File: config.mk
export PLATFORM = sky130hd
export DESIGN_NAME = oxygen_gated_cell_cycle_step
export DESIGN_NICKNAME = d
export VERILOG_FILES = /design/src/hw/rtl/ogcc_pkg.sv /design/src/hw/rtl/oxygen_gated_cell_cycle_step.sv /design/src/hw/rtl/ogcc_div.sv
export SDC_FILE = /design/constraint.sdc
export NUM_CORES = 2
export LEC_CHECK = 0
export ABC_AREA = 1
export BUFFER_PORTS_ARGS = -buffer_cell sky130_fd_sc_hd__buf_2
export CAP_MARGIN = 20
export CORE_MARGIN = 5
export CORE_UTILIZATION = 30
export CTS_BUF_LIST = sky130_fd_sc_hd__clkbuf_16
export DETAILED_ROUTE_END_ITERATION = 10
export MAX_ROUTING_LAYER = met4
export PLACE_DENSITY = 0.51
export SLEW_MARGIN = 30
export SYNTH_ARGS = -nofsm -noshare
export SYNTH_HDL_FRONTEND = slang
export SYNTH_SLANG_ARGS = --single-unit
File: constraint.sdc
create_clock -name clk -period 9.7 [get_ports clk]
set_input_delay 0.485 -clock clk [delete_from_list [all_inputs] [get_ports clk]]
set_output_delay 0.485 -clock clk [all_outputs]
set_load 0.005 [all_outputs]
File: src/hw/rtl/ogcc_pkg.sv
`timescale 1ns / 1ps

package ogcc_pkg;

    // cell classes
    localparam logic [1:0] CLASS_NORMAL    = 2'd0;
    localparam logic [1:0] CLASS_CANCER    = 2'd1;
    localparam logic [1:0] CLASS_QUIESCENT = 2'd2;
    localparam logic [1:0] CLASS_MACRO     = 2'd3;

    // item kinds
    localparam logic KIND_STEP = 1'b0;
    localparam logic KIND_LOAD = 1'b1;

    // register indexes
    localparam logic [1:0] REG_ENTER    = 2'd0;
    localparam logic [1:0] REG_LEAVE    = 2'd1;
    localparam logic [1:0] REG_CRITICAL = 2'd2;
    localparam logic [1:0] REG_STEP     = 2'd3;

    localparam logic [15:0] ENTER_RESET    = 16'd2278;
    localparam logic [15:0] LEAVE_RESET    = 16'd2509;
    localparam logic [15:0] CRITICAL_RESET = 16'd4000;
    localparam logic [15:0] STEP_RESET     = 16'd128;

    localparam logic [31:0] ONE_Q30 = 32'h4000_0000;

    // class constants: 256*C0*10 offset and Tmin
    localparam logic [19:0] C_CANCER    = 20'd3584;
    localparam logic [19:0] C_NORMAL    = 20'd7680;
    localparam logic [11:0] TMIN_CANCER = 12'd1600;
    localparam logic [11:0] TMIN_NORMAL = 12'd3000;

    // divider geometry: quotient is known to stay below 2^QUOT_W
    localparam int NUM_W  = 58;
    localparam int DEN_W  = 31;
    localparam int QUOT_W = 28;
    localparam int CNT_W  = $clog2(QUOT_W + 1);

    typedef struct packed {
        logic              start;
        logic [NUM_W-1:0]  num;
        logic [DEN_W-1:0]  den;
    } div_req_t;

    typedef struct packed {
        logic              done;
        logic [QUOT_W-1:0] quot;
    } div_rsp_t;

endpackage

File: src/hw/rtl/oxygen_gated_cell_cycle_step.sv
`timescale 1ns / 1ps

// channel   dir  handshake                 content
// s_axis    in   s_axis_tvalid/tready      load or time-step item
// m_axis    out  m_axis_tvalid/tready      cell status after the item
// apb       in   psel/penable/pready       four 16-bit registers at 0x0..0xc
//
// a time step that leaves the cell in G1 runs through these steps from accept to result:
// decide, two multiply stages, divider load, 28 divide steps, quotient capture, commit
// other steps and loads go straight from decide to commit; the next item is taken once the
// sequencer is back in idle, the result register may still hold an item
// a stalled m_axis only holds the commit stage; reset clears cell state and
// restores register defaults

module oxygen_gated_cell_cycle_step (
    input  logic        clk,
    input  logic        rst_n,
    input  logic        s_axis_tvalid,
    output logic        s_axis_tready,
    // oxygen_level[15:0], time_now[55:16], class_in[57:56], start_progress[88:58]
    input  logic [95:0] s_axis_tdata,
    // kind
    input  logic        s_axis_tuser,
    output logic        m_axis_tvalid,
    input  logic        m_axis_tready,
    // divide_now[0], class_out[2:1], in_g_zero[3], labelled[4],
    // progress_out[36:5], quiescent_out[52:37]
    output logic [55:0] m_axis_tdata,
    input  logic        psel,
    input  logic        penable,
    input  logic        pwrite,
    input  logic [3:0]  paddr,
    input  logic [31:0] pwdata,
    output logic [31:0] prdata,
    output logic        pready
);
    import ogcc_pkg::*;

    typedef enum logic [2:0] {
        ST_IDLE,
        ST_DECIDE,
        ST_MUL,
        ST_SCALE,
        ST_DIV,
        ST_DONE
    } state_t;

    // configuration
    logic [15:0] enter_reg, leave_reg, critical_reg, step_reg;
    logic        cfg_write;
    logic [1:0]  cfg_index;

    assign pready    = 1'b1;
    assign cfg_index = paddr[3:2];
    assign cfg_write = psel && penable && pwrite && pready;

    always_ff @(posedge clk or negedge rst_n)
    begin
        if (!rst_n)
        begin
            enter_reg    <= ENTER_RESET;
            leave_reg    <= LEAVE_RESET;
            critical_reg <= CRITICAL_RESET;
            step_reg     <= STEP_RESET;
        end
        else if (cfg_write)
        begin
            case (cfg_index)
                REG_ENTER:    enter_reg    <= pwdata[15:0];
                REG_LEAVE:    leave_reg    <= pwdata[15:0];
                REG_CRITICAL: critical_reg <= pwdata[15:0];
                REG_STEP:     step_reg     <= pwdata[15:0];
                default:      ;
            endcase
        end
    end

    always_comb
    begin
        case (cfg_index)
            REG_ENTER:    prdata = {16'b0, enter_reg};
            REG_LEAVE:    prdata = {16'b0, leave_reg};
            REG_CRITICAL: prdata = {16'b0, critical_reg};
            REG_STEP:     prdata = {16'b0, step_reg};
            default:      prdata = '0;
        endcase
    end

    // sequencer and cell state
    state_t      state_reg;
    logic        kind_reg;
    logic [15:0] oxy_reg;
    logic [39:0] now_reg;
    logic [1:0]  cls_in_reg;
    logic [30:0] start_reg;

    logic [1:0]  class_reg;
    logic        phase_reg;
    logic [31:0] progress_reg;
    logic [39:0] onset_reg;
    logic [15:0] quies_reg;
    logic        label_reg;

    logic [31:0]       prod_reg;
    logic [19:0]       d1_reg;
    logic [NUM_W-1:0]  num_reg;
    logic [DEN_W-1:0]  den_reg;
    logic              start_div_reg;
    logic [QUOT_W-1:0] gain_reg;

    logic        m_valid_reg;
    logic [55:0] m_data_reg;

    div_req_t div_req;
    div_rsp_t div_rsp;

    assign div_req.start = start_div_reg;
    assign div_req.num   = num_reg;
    assign div_req.den   = den_reg;

    ogcc_div u_div (
        .clk   (clk),
        .rst_n (rst_n),
        .req   (div_req),
        .rsp   (div_rsp)
    );

    assign s_axis_tready = (state_reg == ST_IDLE);
    assign m_axis_tvalid = m_valid_reg;
    assign m_axis_tdata  = m_data_reg;

    // oxygen gating on the latched item
    logic [1:0]  cls_next;
    logic        phase_next;
    logic [39:0] onset_next;
    logic [15:0] quies_next;
    logic        label_next;
    logic [39:0] diff;
    logic [31:0] mins;

    always_comb
    begin
        cls_next   = class_reg;
        phase_next = phase_reg;
        onset_next = onset_reg;
        quies_next = quies_reg;
        label_next = label_reg;
        diff       = '0;
        mins       = '0;
        if (kind_reg == KIND_LOAD)
        begin
            cls_next   = cls_in_reg;
            phase_next = (cls_in_reg == CLASS_QUIESCENT) || (cls_in_reg == CLASS_MACRO);
            onset_next = (cls_in_reg == CLASS_QUIESCENT) ? now_reg : '0;
            quies_next = '0;
            label_next = 1'b0;
        end
        else
        begin
            if (class_reg == CLASS_CANCER && oxy_reg < enter_reg)
            begin
                cls_next   = CLASS_QUIESCENT;
                onset_next = now_reg;
                phase_next = 1'b1;
            end
            if (cls_next == CLASS_QUIESCENT)
            begin
                if (oxy_reg < leave_reg)
                begin
                    diff       = (now_reg >= onset_next) ? (now_reg - onset_next) : '0;
                    mins       = diff[39:8];
                    quies_next = (|mins[31:16]) ? 16'hffff : mins[15:0];
                    if (quies_next >= critical_reg)
                    begin
                        label_next = 1'b1;
                    end
                end
                else
                begin
                    quies_next = '0;
                    onset_next = '0;
                    phase_next = 1'b0;
                    cls_next   = CLASS_CANCER;
                end
            end
            if (cls_next == CLASS_MACRO)
            begin
                phase_next = 1'b1;
            end
        end
    end

    // multiply stages and commit arithmetic
    logic        cancer;
    logic [19:0] oxy_x10;
    logic [34:0] prod_x5;
    logic [11:0] tmin;
    logic [31:0] den_full;
    logic [32:0] sum;
    logic [31:0] prog_new;
    logic        divide_new;

    assign cancer   = (class_reg == CLASS_CANCER);
    assign oxy_x10  = {1'b0, oxy_reg, 3'b0} + {3'b0, oxy_reg, 1'b0};
    assign prod_x5  = {3'b0, prod_reg} + {1'b0, prod_reg, 2'b0};
    assign tmin     = cancer ? TMIN_CANCER : TMIN_NORMAL;
    assign den_full = {12'b0, d1_reg} * {20'b0, tmin};

    always_comb
    begin
        sum        = {1'b0, progress_reg} + {{(33 - QUOT_W){1'b0}}, gain_reg};
        prog_new   = sum[32] ? 32'hffff_ffff : sum[31:0];
        divide_new = 1'b0;
        if (kind_reg == KIND_LOAD)
        begin
            prog_new = {1'b0, start_reg};
        end
        else if (prog_new > ONE_Q30)
        begin
            prog_new   = '0;
            divide_new = 1'b1;
        end
    end

    always_ff @(posedge clk or negedge rst_n)
    begin
        if (!rst_n)
        begin
            state_reg     <= ST_IDLE;
            class_reg     <= CLASS_NORMAL;
            phase_reg     <= 1'b0;
            progress_reg  <= '0;
            onset_reg     <= '0;
            quies_reg     <= '0;
            label_reg     <= 1'b0;
            start_div_reg <= 1'b0;
            m_valid_reg   <= 1'b0;
        end
        else
        begin
            start_div_reg <= 1'b0;
            if (m_valid_reg && m_axis_tready)
            begin
                m_valid_reg <= 1'b0;
            end
            case (state_reg)
                ST_IDLE:
                begin
                    if (s_axis_tvalid)
                    begin
                        state_reg <= ST_DECIDE;
                    end
                end
                ST_DECIDE:
                begin
                    class_reg <= cls_next;
                    phase_reg <= phase_next;
                    onset_reg <= onset_next;
                    quies_reg <= quies_next;
                    label_reg <= label_next;
                    if (kind_reg == KIND_STEP && !phase_next)
                    begin
                        state_reg <= ST_MUL;
                    end
                    else
                    begin
                        state_reg <= ST_DONE;
                    end
                end
                ST_MUL:
                begin
                    state_reg <= ST_SCALE;
                end
                ST_SCALE:
                begin
                    start_div_reg <= 1'b1;
                    state_reg     <= ST_DIV;
                end
                ST_DIV:
                begin
                    if (div_rsp.done)
                    begin
                        state_reg <= ST_DONE;
                    end
                end
                ST_DONE:
                begin
                    if (!m_valid_reg || m_axis_tready)
                    begin
                        progress_reg <= prog_new;
                        m_valid_reg  <= 1'b1;
                        m_data_reg   <= {3'b0, quies_reg, prog_new, label_reg,
                                         phase_reg, class_reg, divide_new};
                        state_reg    <= ST_IDLE;
                    end
                end
                default:
                begin
                    state_reg <= ST_IDLE;
                end
            endcase
        end
    end

    // datapath registers
    always_ff @(posedge clk)
    begin
        if (s_axis_tready && s_axis_tvalid)
        begin
            kind_reg   <= s_axis_tuser;
            oxy_reg    <= s_axis_tdata[15:0];
            now_reg    <= s_axis_tdata[55:16];
            cls_in_reg <= s_axis_tdata[57:56];
            start_reg  <= s_axis_tdata[88:58];
        end
        if (state_reg == ST_DECIDE)
        begin
            gain_reg <= '0;
        end
        if (state_reg == ST_MUL)
        begin
            prod_reg <= {16'b0, step_reg} * {16'b0, oxy_reg};
            d1_reg   <= (cancer ? C_CANCER : C_NORMAL) + oxy_x10;
        end
        if (state_reg == ST_SCALE)
        begin
            num_reg <= {prod_x5, {(NUM_W - 35){1'b0}}};
            den_reg <= den_full[DEN_W-1:0];
        end
        if (state_reg == ST_DIV && div_rsp.done)
        begin
            gain_reg <= div_rsp.quot;
        end
    end

    // checks
    a_div_done_in_div: assert property (@(posedge clk) disable iff (!rst_n)
        div_rsp.done |-> state_reg == ST_DIV)
        else $error("divider finished outside the divide phase");

    a_busy_after_accept: assert property (@(posedge clk) disable iff (!rst_n)
        s_axis_tvalid && s_axis_tready |=> !s_axis_tready)
        else $error("item taken while the previous one is in flight");

    a_macro_rests: assert property (@(posedge clk) disable iff (!rst_n)
        m_axis_tvalid |-> m_axis_tdata[2:1] != CLASS_MACRO || m_axis_tdata[3])
        else $error("macrophage reported outside G0");

    a_div_start_gated: assert property (@(posedge clk) disable iff (!rst_n)
        start_div_reg |-> kind_reg == KIND_STEP && !phase_reg)
        else $error("divider started for a resting cell or a load");

endmodule

File: src/hw/rtl/ogcc_div.sv
`timescale 1ns / 1ps

module ogcc_div (
    input  logic                clk,
    input  logic                rst_n,
    input  ogcc_pkg::div_req_t  req,
    output ogcc_pkg::div_rsp_t  rsp
);
    import ogcc_pkg::*;

    logic              busy_reg;
    logic              done_reg;
    logic [CNT_W-1:0]  count_reg;
    logic [31:0]       rem_reg;
    logic [DEN_W-1:0]  den_reg;
    logic [QUOT_W-1:0] low_reg;
    logic [QUOT_W-1:0] quot_reg;

    logic [31:0] shifted;
    logic [32:0] trial;

    // one restoring step per cycle through the shared subtractor
    assign shifted = {rem_reg[30:0], low_reg[QUOT_W-1]};
    assign trial   = {1'b0, shifted} - {2'b0, den_reg};

    always_ff @(posedge clk or negedge rst_n)
    begin
        if (!rst_n)
        begin
            busy_reg  <= 1'b0;
            done_reg  <= 1'b0;
            count_reg <= '0;
        end
        else
        begin
            done_reg <= 1'b0;
            if (req.start)
            begin
                busy_reg  <= 1'b1;
                count_reg <= CNT_W'(QUOT_W);
            end
            else if (busy_reg)
            begin
                count_reg <= count_reg - CNT_W'(1);
                if (count_reg == CNT_W'(1))
                begin
                    busy_reg <= 1'b0;
                    done_reg <= 1'b1;
                end
            end
        end
    end

    always_ff @(posedge clk)
    begin
        if (req.start)
        begin
            // upper part is already below the divisor
            rem_reg  <= {{(32 - (NUM_W - QUOT_W)){1'b0}}, req.num[NUM_W-1:QUOT_W]};
            low_reg  <= req.num[QUOT_W-1:0];
            den_reg  <= req.den;
            quot_reg <= '0;
        end
        else if (busy_reg)
        begin
            low_reg  <= {low_reg[QUOT_W-2:0], 1'b0};
            quot_reg <= {quot_reg[QUOT_W-2:0], ~trial[32]};
            rem_reg  <= trial[32] ? shifted : trial[31:0];
        end
    end

    assign rsp.done = done_reg;
    assign rsp.quot = quot_reg;

endmodule

==> reports/metrics.yaml <==
yosys:
  synth_edf_count: 346
  yosysTopAreaCellShare_pct: 24.0
  synth_top_family_by_area: "adder cells"
  yosys-top-cells-count: "nand2_1, inv_1, ha_1"
  synth-xor-area-share_pct: 2.63
  synth-simple-area-share_pct: 18.3
  synthAdderAreaFrac_pct: 24.3
  yosys-top-cells-area: "edfxtp_1, fa_1, ha_1, nand2_1, dfrtp_1"
  synth_mux_area_share_pct: 0
  yosysMostFrequentCell: "nand2_1"
  yosys.area.top_type: "edfxtp_1"
  yosysWarningCount: 0
  yosysSeqAreaShare_pct: 35.0
  synth.distinct_cells: 62
  yosys_most_used_dff: "edfxtp_1"
  synth_compound_area_share_pct: 9.67
  synth_area_per_cell_um2: 8.62
  async_flop_share_pct: 30.9
  ys_ff_latch: 543
  synth_area_um2: 43400
  syn_inst: 5033
die:
  fp.coreArea_um2: 144000
  die_area_um2: 152000
  initial_core_util_pct: 30.2
  fp-row-count: 139
  die_w_um: 390
  io-pin-count: 231
  die_h_um: 390
cells_and_area:
  area.growth.synth_to_final_pct: 14.0
  utilization_pct: 34.4
  fin_area_um2: 49400
  drive_gt1_share_pct: 9.63
  nets: 6064
  fillerInstances: 15000
  largest_reg_flops: 53
  finalNonFillerCells: 7220
min_path:
  holdPathStages: 1
  holdPathEnd: "start_reg[4]"
  min-delay-start: "s_axis_tdata[62]"
  hold_path_class: "in2reg"
clock_tree:
  cts_tree: "yes"
  cts_sinks: 543
  clk_pin_slew_ns: 0.06
  insertion_delay_ns: 0.68
  htree_levels: 3
  cts-buffers-inserted: 67
  clk_path_buf_depth: 3
  post_cts_resized: 0
  cts_setup_buffers: 0
  cts-root-buf: "clkbuf_16"
critical_path:
  reg2reg_setup_slack_ns: 2.03
  r2r_start: "oxy_reg[8]"
  r2r_cells: 36
  critPathArrivalTime_ns: 8.26
  crit_type: "reg2reg"
  r2r_end: "label_reg"
  critPathMaxFanout: 103
  cpMostUsedCell: "nand2_1"
  cp-start-kind: "register"
  slowest_delay_ns: 1.02
  cp.required_ns: 10.29
  endpoint_kind: "register"
  slowest_stage: "edfxtp_1"
routing:
  firstDrtPassIters: 6
  drc_errors: 0
  wirelength_mm: 117
  avgRoutedWirePerCell_um: 16.1
  vias: 33200
  first_iter_violations: 2117
  antenna_left: 0
  vias_per_cell: 4.60
sta:
  period_share_pct: 79.1
  rsz0062_at_grt: "no"
  tns_ns: 0
  min_period_ns: 7.67
  relSlewSlack_pct: 31.3
  setup_viol: 0
  final-hold-violation-count: 0
  tightest_slew_ns: 1.03
  timing.fmax_ghz: 0.130
  slew_violations: 0
  finClkSkew_ns: 0.0687
placement:
  place_inst: 7006
  dpl_cell_area_um2: 46300
  io_buffers: 185
  hpwlAfterDp_mm: 89.5
  routabilityCongestion: 0.922
run_status:
  status: "completed"
global_routing:
  grtUsageTotal_pct: 15.7
  grt_pass1_vias: 33900
  overflow: 0
  grt_start_max_net_pins: 104
  antenna_found_initial: 2
  grt_pass1_wl_mm: 186
run:
  max_cap_violations: 0
-- cell type report --
| cell class | instances | area (um2) | area share (%) |
|---|---|---|---|
| well taps | 1903 | 2380 | 4.82 |
| clock buffers | 68 | 1700 | 3.44 |
| diodes | 2 | 5.00 | 0.0101 |
| multi-input cells | 3393 | 23900 | 48.4 |
| repair buffers | 329 | 2260 | 4.56 |
| clock inverters | 53 | 484 | 0.979 |
| inverters | 929 | 3490 | 7.05 |
| flip-flops and latches | 543 | 15200 | 30.7 |
-- routing by layer --
layer | share of wire [%] | GRT usage (%) | wire length [um] | vias to the layer above
li1 | - | - | - | 16600
met1 | 48 | 21.1 | 55400 | 15900
met2 | 46 | 25.1 | 53700 | 599
met3 | 4.2 | 2.09 | 4860 | 148
met4 | 2.3 | 4.15 | 2650 | 0
met5 | 0 | - | 0 | -
-- cell families (layout without fill, tap and decap cells) --
logic type,Yosys count,after routing
simple gates,1853,1853
compound gates,727,727
flops,543,543
fa+ha+maj,661,661
other cells,2,24
buf+inv,1117,1379
xor+xnor,130,130
-- worst max-delay path, delay by kind of cell (launching register included) --
kind	cells	cell delay, ns
simple gates	22	3.38
compound gates	10	1.86
fa+ha+maj	3	1.09
flops	1	1.02
buf+inv	1	0.06
-- how the worst max path moves through the flow --
stage	slack [ns]	cells past startpoint	startpoint	to
floorplan	2.39	3	state_reg[0]	cls_in_reg[0]
global placement	1.86	38	oxy_reg[2]	label_reg
detailed placement	1.82	40	oxy_reg[1]	label_reg
CTS	1.84	40	oxy_reg[1]	label_reg
global route	1.44	34	oxy_reg[8]	label_reg
finish	2.03	36	oxy_reg[8]	label_reg
-- timing repair --
item                       CTS  global route
hold buffers                90             0
hold endpoints to repair   155             0
setup endpoints to repair    0             0
-- stage by stage --
step | setup WS, ns | hold slack, ns
after floorplan | 2.39 | 0.189
after global placement | 1.86 | 0.401
after detailed placement | 1.82 | 0.405
after CTS | 1.84 | 0.0109
after global routing | 1.44 | 0.0365
final | 2.03 | 0.0661
-- layout by cell type, fill, tap and decap left out, drive strengths merged, types with 6 or more instances in the layout --
cell / synthesis / layout
a21oi: 262 / 262
o21ai: 255 / 255
a21boi: 12 / 12
buf: 43 / 238
xnor2: 45 / 45
or2: 22 / 22
fa: 300 / 300
clkinv: 4 / 27
dfstp: 20 / 20
o21a: 12 / 12
edfxtp: 346 / 346
dlygate4sd3: 0 / 90
nor3: 58 / 58
o21bai: 23 / 23
clkbuf: 145 / 69
nand2: 1174 / 1174
o22ai: 33 / 33
nand3b: 11 / 11
a21o: 11 / 11
ha: 361 / 361
dfxtp: 29 / 29
nand3: 217 / 217
nor2: 328 / 328
a22oi: 39 / 39
nand4: 33 / 33
o221ai: 6 / 6
a31oi: 11 / 11
xor2: 85 / 85
inv: 925 / 944
o2111ai: 38 / 38
clkinvlp: 0 / 7
conb: 2 / 22
dfrtp: 148 / 148
Power is not shown: default switching activity piles up to over one toggle a cycle in this logic, so the estimate is an artifact.
